`src/hw/rtl/mpr_pkg.sv`:
```
package mpr_pkg;

  // Default sizes
  localparam int MAX_COLS_DEF   = 1024;
  localparam int MAX_ROWS_DEF   = 1024;
  localparam int MAX_REP_DEF    = 16;
  localparam int DATA_WIDTH_DEF = 64;

  // Fixed port widths
  localparam int ELEM_W     = 64;
  localparam int POS_W      = 14;
  localparam int DIM_W      = 11;
  localparam int REP_W      = 5;
  localparam int STATUS_W   = 2;
  localparam int CFG_IDX_W  = 8;
  localparam int CFG_DATA_W = 11;

  // Descriptor queue depth between front and back
  localparam int Q_DEPTH = 4;

  // Item opcodes
  localparam logic OP_LOAD   = 1'b0;
  localparam logic OP_REPLAY = 1'b1;

  // Result status codes
  localparam logic [STATUS_W-1:0] ST_OK         = 2'd0;
  localparam logic [STATUS_W-1:0] ST_BAD_FACTOR = 2'd1;
  localparam logic [STATUS_W-1:0] ST_EMPTY      = 2'd2;
  localparam logic [STATUS_W-1:0] ST_ORDER      = 2'd3;

  // Configuration register indexes
  localparam logic [CFG_IDX_W-1:0] REG_ROW_COUNT    = 8'd0;
  localparam logic [CFG_IDX_W-1:0] REG_COLUMN_COUNT = 8'd1;
  localparam logic [CFG_IDX_W-1:0] REG_REP_ROWS     = 8'd2;
  localparam logic [CFG_IDX_W-1:0] REG_REP_COLS     = 8'd3;

  // Per-item job handed from front to back (value travels beside it)
  typedef struct packed {
    logic [POS_W-1:0]    row;
    logic [POS_W-1:0]    col_base;
    logic [REP_W-1:0]    copies;
    logic [STATUS_W-1:0] status;
  } job_ctl_t;

endpackage

```
`src/hw/rtl/mpr_back.sv`:
```
module mpr_back #(
  parameter int DATA_WIDTH = mpr_pkg::DATA_WIDTH_DEF
) (
  input  logic                              clk,
  input  logic                              rst_n,
  input  logic                              q_empty,
  input  logic [DATA_WIDTH-1:0]             q_value,
  input  mpr_pkg::job_ctl_t                 q_ctl,
  output logic                              q_pop,
  output logic                              out_empty,
  input  logic                              out_pop,
  output logic [mpr_pkg::ELEM_W-1:0]        out_value,
  output logic [mpr_pkg::POS_W-1:0]         out_row,
  output logic [mpr_pkg::POS_W-1:0]         out_col,
  output logic                              out_last,
  output logic [mpr_pkg::STATUS_W-1:0]      out_status
);

  logic [mpr_pkg::REP_W-1:0]    copy_r;
  logic                         out_valid_r;
  logic [DATA_WIDTH-1:0]        value_r;
  logic [mpr_pkg::POS_W-1:0]    row_r;
  logic [mpr_pkg::POS_W-1:0]    col_r;
  logic                         last_r;
  logic [mpr_pkg::STATUS_W-1:0] status_r;
  logic                         beat_taken;
  logic                         load_beat;
  logic                         is_last;

  assign beat_taken = out_pop & out_valid_r;
  assign load_beat  = ~q_empty & (~out_valid_r | beat_taken);
  assign is_last    = ((copy_r + 1'b1) == q_ctl.copies);
  assign q_pop      = load_beat & is_last;

  always_ff @(posedge clk) begin
    if (!rst_n) begin
      copy_r      <= '0;
      out_valid_r <= 1'b0;
    end else begin
      out_valid_r <= load_beat | (out_valid_r & ~beat_taken);
      if (load_beat) begin
        copy_r <= is_last ? '0 : copy_r + 1'b1;
      end
    end
  end

  always_ff @(posedge clk) begin
    if (load_beat) begin
      value_r  <= q_value;
      row_r    <= q_ctl.row;
      col_r    <= q_ctl.col_base + mpr_pkg::POS_W'(copy_r);
      last_r   <= is_last;
      status_r <= q_ctl.status;
    end
  end

  assign out_empty  = ~out_valid_r;
  assign out_value  = mpr_pkg::ELEM_W'(value_r);
  assign out_row    = row_r;
  assign out_col    = col_r;
  assign out_last   = last_r;
  assign out_status = status_r;

endmodule

```
`config.mk`:
```
export PLATFORM = sky130hd
export DESIGN_NAME = mpr_back
export DESIGN_NICKNAME = d
export VERILOG_FILES = /design/src/hw/rtl/mpr_pkg.sv /design/src/hw/rtl/mpr_back.sv
export SDC_FILE = /design/constraint.sdc
export NUM_CORES = 1
export LEC_CHECK = 0
export ABC_AREA = 1
export BUFFER_PORTS_ARGS = -buffer_cell sky130_fd_sc_hd__clkbuf_2
export CAP_MARGIN = 5
export CORE_MARGIN = 2
export CORE_UTILIZATION = 48
export DETAILED_ROUTE_END_ITERATION = 8
export PLACE_DENSITY = 0.87
export SYNTH_ARGS = -nofsm -noshare
export SYNTH_HDL_FRONTEND = slang
export SYNTH_SLANG_ARGS = --single-unit
export TNS_END_PERCENT = 100
```
`constraint.sdc`:
```
create_clock -name clk -period 12.5 [get_ports clk]
set_input_delay 0.625 -clock clk [delete_from_list [all_inputs] [get_ports clk]]
set_output_delay 0.625 -clock clk [all_outputs]
set_load 0.02 [all_outputs]
```
==> impl_metrics.toml <==
[yosys]
synth_top_area_share_pct = 77.8
muxShareOfSynthArea_pct = 0
yosys.area_share.simple_pct = 8.50
synthCells = 231
synth_top_cell_by_area = "edfxtp_1"
synthTopCellsByArea = "edfxtp_1, nand2_1, dfxtp_1, inv_1, ha_1"
ys_types = 22
synthXorXnorAreaFrac_pct = 2.87
synth_flop_cell = "edfxtp_1"
syn_area_sq_um = 3670
synth-adder-area-share_pct = 2.59
synth_commonest_cells = "edfxtp_1, nand2_1, inv_1, nor2_1"
yosysMostFrequentCell = "edfxtp_1"
synth_top_family_by_area = "simple AND/OR/NAND/NOR gates"
synth_edf_count = 95
syn-num-nets = 341
synth_compound_area_share_pct = 2.29
ys_ff_latch = 101
ys_warn_count = 0
seq_area_frac_synth_pct = 81.1
syn_avg_cell_area_sq_um = 15.9
async_reset_ff_share_pct = 0

[run]
drv_cap = 0

[grt]
use_met3_pct = 6.39
grt_pass1_wl_um = 12900
gr-usage-all-layers_pct = 20.7
overflow = 0
antenna_found_initial = 0
grt_use_met2_pct = 38.1
gr-usage-met1_pct = 21.3
grt_max_degree = 60
busiest_layer = "met2"
grt_pass1_vias = 2590

[sta]
worst_pin_slew_ns = 0.711
setup-violations-final = 0
fin_crit_ns = 2.49
relSlewSlack_pct = 52.6
drv_slew = 0
fin_crit_sh_pct = 19.9
hold_viol = 0
finalSetupTns_ns = 0
finalClockSkew_ns = 0.0106
fmax_mhz = 401
rsz0062_at_grt = "no"

[routing]
avgViaCountPerCell = 4.84
drc = 0
wl_um = 8630
num_vias = 2650
drt_iter0_drc = 136
ant_nets = 0
drt-pass1-iter-count = 4
wire_per_inst_um = 15.8

[worst_setup_path]
critPathMaxFanout = 6
cp_slowest_stage_delay_ns = 0.44
end_kind = "primary output"
cp_slowest_cell = "dfxtp_1"
crit_arrival_ns = 1.87
cp-start-kind = "register"
timing_worst_setup_path_type = "reg -> out"
worst_ep_required_time_ns = 11.88
cp_common_cell = "nand2_1"
worstPathCellList = "ha_1 > nand2_2 > nand2_1 > nand2_1 > nand2_1 > nand2_1 > nor2_2 > nand4_2 > inv_1 > clkbuf_2"

[floorplanning]
initial_core_util_pct = 50.0
die_area_sq_um = 8350
pin_count = 200
die_w_um = 91.4
num_rows = 31
fp.coreArea_sq_um = 7330
fp.dieH_um = 91.4

[cells_and_area]
fillers = 539
final_nets = 553
diodes = 0
drive_above_1_share_pct = 50.0
seqCellArea_sq_um = 2970
multi_input_area_sq_um = 603
area_growth_pct = 37.1

[placed_design]
place_congestion = 0.837
io_buffers = 199
hpwl_um = 6890

[cts]
cts_buffers = 9
hold_buffers = 0
clk_latency_ns = 0.35
clk_path_buf_depth = 2
cts.clk_slew.worst_paths_ns = 0.10
cts_resized = 0
htreeDepth = 3
clkSinkCount = 101
cts_tree = "done"
cts_root_buf = "clkbuf_8"
post_cts_buffers = 0

[hold_path]
hold_class = "in -> reg"

[status]
status = "finished, final reports clean"

[power]
max-vdd-ir-drop_mv = 0.0796
total_power_mw = 0.713
power_density_nw_per_um2 = 142
p_leak_nw = 2.31
-- per-layer routing --
metal / up-vias / routed length [um] / share of wire, %
li1: 1239 / - / -
met1: 1251 / 3000 / 35
met2: 143 / 4770 / 55
met3: 17 / 701 / 8.1
met4: 0 / 169 / 2.0
met5: - / 0 / 0
-- kinds of logic after synthesis --
kind of cell | after synthesis
XOR/XNOR | 12
flip-flops | 101
AND/OR/NAND/NOR | 72
AO/OA/AOI/OAI | 13
buffers and inverters | 26
adder cells (fa/ha/maj) | 7
-- power by group --
group	leakage (nW)	switching [mW]	internal [mW]	total, mW
Combinational	1.23	0.0622	0.0340	0.0962
Sequential	0.969	0.00830	0.396	0.405
Clock	0.109	0.115	0.0973	0.212
Total	2.31	0.185	0.528	0.713
-- registers in the layout, indices dropped and copies added, names as in the netlist --
register / flops
copy_r: 5
out_status: 2
out_value: 64
out_col: 14
out_last: 1
out_valid_r: 1
out_row: 14
-- worst max-delay path, delay by kind of cell (launching register included) --
kind                     cells  cell delay (ns)
adder cells (fa/ha/maj)      1             0.27
AND/OR/NAND/NOR              7             0.57
flip-flops                   1             0.44
buffers and inverters        2             0.23
-- area by class of cell --
class,instances,area share [%]
multi-input cells,104,12.0
inverters,26,1.94
clock inverters,7,1.84
clock buffers,9,2.47
well taps,99,2.47
repair buffers,201,20.1
flip-flops and latches,101,59.2
-- per-stage QoR --
| stage | cells | cell area (sq um) | hold slack (ns) | setup WS (ns) | utilization (%) |
|---|---|---|---|---|---|
| 6_report | 547 | 5020 | 0.438 | 10.01 | 68.5 |
| 5_1_grt | 547 | 5020 | 0.412 | 9.82 | 68.5 |
| 4_1_cts | 547 | 5020 | 0.420 | 9.99 | 68.5 |
| 3_5_place_dp | 531 | 4810 | 0.534 | 10.02 | 65.6 |
| 3_3_place_gp | 531 | 4810 | 0.509 | 10.10 | 65.6 |
| 2_1_floorplan | 231 | 3670 | 0.475 | 7.68 | - |
-- layout by cell type, fill, tap and decap left out, types with 2 or more instances in the layout --
| cell | synthesis | layout |
|---|---|---|
| nand3_1 | 8 | 8 |
| dfxtp_1 | 6 | 6 |
| clkbuf_8 | 0 | 9 |
| nor2_1 | 13 | 13 |
| xnor2_1 | 4 | 4 |
| a21oi_1 | 2 | 2 |
| ha_1 | 6 | 6 |
| nand2_2 | 2 | 2 |
| buf_4 | 0 | 2 |
| o21ai_0 | 5 | 5 |
| clkinv_4 | 0 | 3 |
| nand4_1 | 5 | 5 |
| nand2_1 | 40 | 40 |
| o21ai_2 | 2 | 2 |
| edfxtp_1 | 95 | 95 |
| clkbuf_2 | 0 | 199 |
| xor2_1 | 8 | 8 |
| nor3_1 | 2 | 2 |
| inv_1 | 26 | 26 |
-- final timing paths --
kind,start,end,slack (ns),depth (start not counted)
setup reg to reg,out_valid_r,out_value[47],10.40,3
hold reg to reg,out_valid_r,out_valid_r,0.55,2
setup / recovery,copy_r[1],q_pop,10.01,10
hold / removal,q_value[39],out_value[39],0.44,1
Power figures use the tool's default switching activity.
