File: src/hw/rtl/mpr_fifo.sv
module mpr_fifo #(
  parameter int WIDTH = 8,
  parameter int DEPTH = 4
) (
  input  logic             clk,
  input  logic             rst_n,
  input  logic             push,
  input  logic [WIDTH-1:0] push_data,
  output logic             full,
  input  logic             pop,
  output logic [WIDTH-1:0] head_data,
  output logic             empty
);

  localparam int AW = (DEPTH > 1) ? $clog2(DEPTH) : 1;
  localparam int CW = $clog2(DEPTH + 1);

  logic [WIDTH-1:0] mem_r [DEPTH];
  logic [AW-1:0]    wr_ptr_r;
  logic [AW-1:0]    rd_ptr_r;
  logic [CW-1:0]    count_r;
  logic             do_push;
  logic             do_pop;

  assign full      = (count_r == CW'(DEPTH));
  assign empty     = (count_r == '0);
  assign do_push   = push & ~full;
  assign do_pop    = pop & ~empty;
  assign head_data = mem_r[rd_ptr_r];

  always_ff @(posedge clk) begin
    if (do_push) begin
      mem_r[wr_ptr_r] <= push_data;
    end
  end

  always_ff @(posedge clk) begin
    if (!rst_n) begin
      wr_ptr_r <= '0;
      rd_ptr_r <= '0;
      count_r  <= '0;
    end else begin
      if (do_push) begin
        wr_ptr_r <= (wr_ptr_r == AW'(DEPTH - 1)) ? '0 : wr_ptr_r + 1'b1;
      end
      if (do_pop) begin
        rd_ptr_r <= (rd_ptr_r == AW'(DEPTH - 1)) ? '0 : rd_ptr_r + 1'b1;
      end
      if (do_push && !do_pop) begin
        count_r <= count_r + 1'b1;
      end else if (do_pop && !do_push) begin
        count_r <= count_r - 1'b1;
      end
    end
  end

endmodule

File: config.mk
export PLATFORM = sky130hd
export DESIGN_NAME = mpr_fifo
export DESIGN_NICKNAME = d
export VERILOG_FILES = /design/src/hw/rtl/mpr_fifo.sv
export SDC_FILE = /design/constraint.sdc
export NUM_CORES = 1
export LEC_CHECK = 0
export BUFFER_PORTS_ARGS = -buffer_cell sky130_fd_sc_hd__buf_4
export CORE_UTILIZATION = 45
export DETAILED_ROUTE_END_ITERATION = 6
export GPL_TIMING_DRIVEN = 0
export HOLD_SLACK_MARGIN = 0.1
export PLACE_DENSITY_LB_ADDON = 0.12
export REMOVE_ABC_BUFFERS = 1
export SLEW_MARGIN = 15
export SYNTH_ARGS = -nofsm -noshare
export SYNTH_HDL_FRONTEND = slang
export SYNTH_SLANG_ARGS = --single-unit
File: constraint.sdc
create_clock -name clk -period 4.04 [get_ports clk]
set_input_delay 0.404 -clock clk [delete_from_list [all_inputs] [get_ports clk]]
set_output_delay 0.404 -clock clk [all_outputs]
set_load 0.03 [all_outputs]
==> results of run 1 <==
==> worst reg2reg max path: cells and delay by family (launching register included) <==
| kind | cells | cell delay, ns |
|---|---|---|
| simple gates | 3 | 0.80 |
| fa+ha+maj | 2 | 0.64 |
| buf+inv | 1 | 0.06 |
| xor+xnor | 1 | 0.16 |
| compound gates | 1 | 0.16 |
| flops | 1 | 0.48 |
==> where the power goes <==
group          switching, mW  internal [mW]
clock                  0.126          0.105
combinational          0.192          0.171
sequential            0.0556          0.519
total                  0.373          0.795
==> cell usage after synthesis, types with 2 or more instances <==
cell,instances
nor2b_1,2
and2_1,5
nor2_1,2
ha_1,6
nand2_1,6
nand3_1,2
edfxtp_1,32
mux4_2,8
inv_1,3
buf_2,2
dfxtp_1,9
o21ai_0,3
mux2i_1,3
==> metal layers <==
layer	vias to the layer above	global-route usage (%)
li1	399	-
met1	390	17.48
met2	21	24.31
met3	7	4.044
met4	0	9.593
met5	-	0
==> state kept, by name (all words and copies together) (netlist names), named ones only <==
register	flops
mem_r	32
count_r	3
rd_ptr_r	2
wr_ptr_r	2
==> through the flow <==
stage	utilization (%)	instance area (sq um)	power [mW]	setup WS (ns)
final	55.60	1899	1.168	1.685
after global routing	55.60	1899	1.240	1.390
after CTS	55.60	1899	1.184	1.660
after detailed placement	53.52	1828	0.9569	1.688
after global placement	53.52	1828	0.9445	1.740
after floorplan	-	1613	0.8317	1.842
==> cells in the final DEF, fill, tap and decap left out, types with 2 or more instances in the layout <==
cell	instances
mux2i_1	3
o21ai_0	3
nor2_1	2
nor2b_1	2
nand2_1	6
nand3_1	2
buf_4	21
and2_1	5
clkbuf_4	5
mux4_2	8
dfxtp_1	9
edfxtp_1	32
ha_1	6
inv_1	3
==> cells by family (layout without fill, tap and decap cells) <==
group | Yosys count | after routing | share of synthesized area (%)
and+or+nand+nor | 20 | 20 | 6.600
AOI/OAI and AO/OA | 5 | 5 | 1.842
xor gates and xnor gates | 2 | 2 | 1.075
muxes | 11 | 11 | 12.89
buffers and inverters | 7 | 32 | 1.765
DFF | 41 | 41 | 69.99
adders and majority gates | 7 | 7 | 5.833
==> path summary, 6_finish.rpt <==
check	start	endpoint	slack (ns)	cells after the start
min	push_data[0]	mem_r[3][0]	0.25	1
max	count_r[0]	count_r[2]	1.68	8
max reg2reg	count_r[0]	count_r[2]	1.68	8
min reg2reg	wr_ptr_r[0]	wr_ptr_r[0]	0.52	2
==> layout make-up <==
| cell class | instances | area, sq um |
|---|---|---|
| tap | 46 | 57.56 |
| multi-input combinational | 45 | 460.4 |
| clock buffer | 7 | 66.31 |
| fill | 283 | 1516 |
| inverter | 3 | 11.26 |
| timing repair buffer | 21 | 157.7 |
| sequential | 41 | 1141 |
| clock inverter | 1 | 5.005 |
==> impl_metrics.env, run 1 <==
export IMPL_std_cell_rows=21
export IMPL_wl_per_cell_um=14.27
export IMPL_clkSinkCount=41
export IMPL_ys_flop_type="edfxtp_1"
export IMPL_die_height_um=62.19
export IMPL_num_vias=817
export IMPL_die_area_sq_um=3868
export IMPL_drive_above_1_share_pct=31.36
export IMPL_finalClockSkew_ns=0.007788
export IMPL_yosys_warnings=0
export IMPL_layoutNonFillerInstCount=164
export IMPL_grt_use_total_pct=14.95
export IMPL_powerDensity_nw_per_um2=614.7
export IMPL_synth_edf_count=32
export IMPL_rsz0062_at_grt="no"
export IMPL_required_ns=4.33
export IMPL_ys_seq_elements=41
export IMPL_crit_buf_inv=1
export IMPL_worst_pin_slew_ns=0.5589
export IMPL_maxCapViolations=0
export IMPL_maxUsedRoutingLayer="met4"
export IMPL_layout_nets=136
export IMPL_wl_met3_um=111
export IMPL_clock_path_buffers=2
export IMPL_hp_class="in -> reg"
export IMPL_setup_violations=0
export IMPL_status="finished clean"
export IMPL_path_clk_slew_ns=0.11
export IMPL_synthCells=93
export IMPL_placedCellCount=156
export IMPL_core_area_sq_um=3416
export IMPL_synth_area_leaders="edfxtp_1 (59%), dfxtp_1 (11%), mux4_2 (11%), ha_1 (4.6%), and2_1 (1.9%)"
export IMPL_wl_met2_um=1101
export IMPL_min_period_over_period_pct=58.30
export IMPL_fmax_mhz=424.6
export IMPL_firstDrtPassIters=4
export IMPL_synth_top_cell_area_share_pct=58.94
export IMPL_synth_top_cell_by_area="edfxtp_1"
export IMPL_hold_violations=0
export IMPL_routed_wl_um=2340
export IMPL_netlist_area_sq_um=1630
export IMPL_syn_avg_cell_area_sq_um=17.53
export IMPL_vias_per_cell=4.982
export IMPL_ys_async_sr_fraction_pct=0
export IMPL_numCtsBuffers=5
export IMPL_fin_crit_ns=2.355
export IMPL_worstPathMaxFanout=7
export IMPL_io_pins=22
export IMPL_gp_congestion=0.6488
export IMPL_postCtsSetupBuffers=0
export IMPL_crit_type="reg -> reg"
export IMPL_grt_overflow_total=0
export IMPL_p_leak_nw=0.6898
export IMPL_hold_slack_ns=0.2461
export IMPL_setup_tns_ns=0
export IMPL_arrival_ns=2.64
export IMPL_hold_buffers=0
export IMPL_yosysUniqueCellTypes=23
export IMPL_place_hpwl_um=1675
export IMPL_antenna_cells=0
export IMPL_ir_worst_vdd_uv=335.5
export IMPL_numPortBuffers=21
export IMPL_slowest_delay_ns=0.48
export IMPL_drc=0
export IMPL_slew_limit_headroom_pct=62.42
export IMPL_grt_pass1_wl_um=4209
export IMPL_path_cells="nor3b_2, nor2b_1, ha_1, inv_1, fa_1, xor2_1, or3_1, a21boi_0"
export IMPL_ys_seq_area_share_pct=69.99
export IMPL_start_util_pct=47.73
export IMPL_critical_path_top_delay_family="simple AND/OR/NAND/NOR gates"
export IMPL_cp_start_kind="flop"
export IMPL_worstSetupEndpointType="flop"
export IMPL_grt_max_degree=14
export IMPL_antenna_found_initial=0
export IMPL_grt_pass1_vias=882
export IMPL_insertion_delay_ns=0.35
export IMPL_syn_to_final_growth_pct=16.50
export IMPL_die_x_um=62.19
export IMPL_slowest_stage="dfxtp_1"
export IMPL_report_final_slew_viol_count=0
export IMPL_cts_tree="built"
export IMPL_drt_iter0_drc=21
export IMPL_htree_levels=2
export IMPL_met1Wirelength_um=1054
export IMPL_ant_nets=0
export IMPL_cts_root_buffer_cell="clkbuf_4"
export IMPL_cts_resized=0
No activity file was read; power rests on OpenSTA's default activity.
==> inputs of run 2 (changes only) <==
Settings changed: ABC_AREA set to 1.
Clock period 4.04 ns to 2.3 ns, I/O delays scaled along.
==> run 2 against run 1 <==
Net effect:
- critical path depth decreased by 4
- sequential share of layout area shrank 3.4 points
- sequential cell count is the same
- critical path type is now reg -> out
- global-route usage up 1.6 points
- non-clock buffer count is the same
- utilization increased by 2.5 points
- largest power group unchanged
==> impl_metrics.env, run 2 <==
export IMPL_multi_input_area_sq_um=457.9
export IMPL_final_cell_mix="nor2_1 (33), edfxtp_1 (32), buf_4 (21)"
export IMPL_drc=0
export IMPL_finalClockSkew_ns=0.005033
export IMPL_layout_nets=193
export IMPL_placed_cell_area_sq_um=1886
export IMPL_drive_above_1_share_pct=19.43
export IMPL_r2r_end="count_r[1]"
export IMPL_hold_depth=1
export IMPL_fin_crit_ns=2.036
export IMPL_status="finished clean"
export IMPL_crit_type="reg -> out"
export IMPL_min_period_over_period_pct=88.51
export IMPL_ant_nets=0
export IMPL_slew_limit_headroom_pct=47.21
export IMPL_grt_max_degree=18
export IMPL_ys_seq_area_share_pct=67.41
export IMPL_gp_congestion=0.7137
export IMPL_regMostFlops="mem_r"
export IMPL_p_leak_nw=0.8159
export IMPL_ys_seq_elements=41
export IMPL_clkSinkCount=41
export IMPL_grt_use_total_pct=16.50
export IMPL_seq_area_sq_um=1141
export IMPL_cts_resized=0
export IMPL_die_area_sq_um=4011
export IMPL_yosys_warnings=0
export IMPL_synth_top_family_by_area="simple AND/OR/NAND/NOR gates"
export IMPL_layout_setup_ws_ns=0.2642
export IMPL_grt_pass1_vias=1066
export IMPL_muxShareOfSynthArea_pct=0
export IMPL_path_clk_slew_ns=0.08
export IMPL_wl_per_cell_um=13.33
export IMPL_cp_start_kind="flop"
export IMPL_synth_area_leaders="edfxtp_1 (57%), dfxtp_1 (11%), nor2_1 (7.3%), ha_1 (4.4%), o21ai_0 (4.1%)"
export IMPL_ys_async_sr_fraction_pct=0
export IMPL_worstRegToRegCells=9
export IMPL_routed_wl_um=2946
export IMPL_syn_to_final_growth_pct=18.99
export IMPL_rr_startpoint="count_r[1]"
export IMPL_hp_class="in -> reg"
export IMPL_worstSetupEndpointType="output pin"
export IMPL_place_ws_ns=0.4577
export IMPL_yosysUniqueCellTypes=18
export IMPL_arrival_ns=1.81
export IMPL_core_area_sq_um=3468
export IMPL_grt_pass1_wl_um=4809
export IMPL_antenna_found_initial=0
export IMPL_powerDensity_nw_per_um2=1254
export IMPL_p_total_mw=2.526
export IMPL_yosys_area_share_simple_pct=11.90
export IMPL_fmax_mhz=491.2
export IMPL_layoutNonFillerInstCount=221
export IMPL_hp_start="push_data[2]"
export IMPL_placedCellCount=213
export IMPL_synthTopCellsByCount="nor2_1 (33), edfxtp_1 (32), inv_1 (18)"
export IMPL_clock_path_buffers=2
export IMPL_postCtsSetupBuffers=0
export IMPL_grt_overflow_total=0
export IMPL_cts_tree="built"
export IMPL_numCtsBuffers=5
export IMPL_antenna_cells=0
export IMPL_synth_most_common_cell="nor2_1"
export IMPL_insertion_delay_ns=0.29
export IMPL_synth_top_cell_area_share_pct=56.76
export IMPL_synthCells=148
export IMPL_report_final_slew_viol_count=0
export IMPL_largest_register_ffs=32
export IMPL_layout_commonest_cell="nor2_1"
export IMPL_vias_per_cell=5.005
export IMPL_netlist_area_sq_um=1693
export IMPL_required_ns=2.07
export IMPL_num_vias=1106
export IMPL_io_pins=22
export IMPL_maxCapViolations=0
export IMPL_hold_violations=0
export IMPL_synthXorXnorAreaFrac_pct=0
export IMPL_setup_violations=0
export IMPL_worst_pin_slew_ns=0.7890
export IMPL_std_cell_rows=21
export IMPL_hold_buffers=0
export IMPL_hold_end="mem_r[3][2]"
export IMPL_start_util_pct=48.81
export IMPL_drt_iter0_drc=26
export IMPL_cts_root_buffer_cell="clkbuf_8"
export IMPL_synth_top_cell_by_area="edfxtp_1"
export IMPL_synth_fa_ha_area_share_pct=5.617
export IMPL_ys_flop_type="edfxtp_1"
export IMPL_synth_compound_area_share_pct=9.534
export IMPL_worstPathMaxFanout=17
export IMPL_top_regs="mem_r: 32 flops, count_r: 3 flops"
export IMPL_htree_levels=2
export IMPL_die_x_um=63.34
export IMPL_rsz0062_at_grt="no"
export IMPL_place_hpwl_um=1988
export IMPL_hold_slack_ns=0.1346
export IMPL_setup_tns_ns=0
export IMPL_syn_avg_cell_area_sq_um=11.44
export IMPL_rrSetupSlack_ns=0.44
export IMPL_fillers=319
export IMPL_die_height_um=63.34
export IMPL_firstDrtPassIters=4
export IMPL_numPortBuffers=21
export IMPL_synth_edf_count=32
export IMPL_utilization_pct=58.08
export IMPL_ir_worst_vdd_uv=552.3
export IMPL_design_area_sq_um=2014
-- run 2: worst max path at each step --
stage / depth (start not counted) / to
3_5_place_dp: 9 / count_r[1]
6_report: 4 / head_data[1]
4_1_cts: 4 / head_data[1]
3_3_place_gp: 9 / count_r[1]
5_1_grt: 4 / head_data[1]
2_1_floorplan: 9 / count_r[1]
-- run 2: logic make-up after synthesis --
logic type	Yosys count
adder cells (fa/ha/maj)	7
buffers and inverters	21
AO/OA/AOI/OAI	28
AND/OR/NAND/NOR	51
flip-flops	41
-- run 2: area by class of cell --
| class | count | share of cell area (%) |
|---|---|---|
| clock buffer | 6 | 4.658 |
| clock inverter | 2 | 1.739 |
| inverter | 19 | 3.540 |
| multi-input combinational | 86 | 22.73 |
| sequential | 41 | 56.65 |
| tap | 46 | 2.857 |
| timing repair buffer | 21 | 7.826 |
-- run 2: power by group --
part / internal [mW] / total, mW / switching (mW) / leakage (nW)
Clock: 0.387 / 0.631 / 0.243 / 0.0663
Sequential: 0.922 / 1.02 / 0.0952 / 0.368
Combinational: 0.310 / 0.878 / 0.568 / 0.382
-- run 2: per-layer routing --
layer  up-vias  track usage, %  wire, um
met2        21           27.26      1447
met4         0           7.102        48
met3         6           5.616       135
li1        553               -         -
met1       526           19.38      1315
met5         -               0         0
-- run 2: critical path: stages, from the launching register on --
cell and delay, ns:
dfxtp_1 0.70, inv_2 0.28, o21ai_0 0.26, o22ai_1 0.10, buf_4 0.17
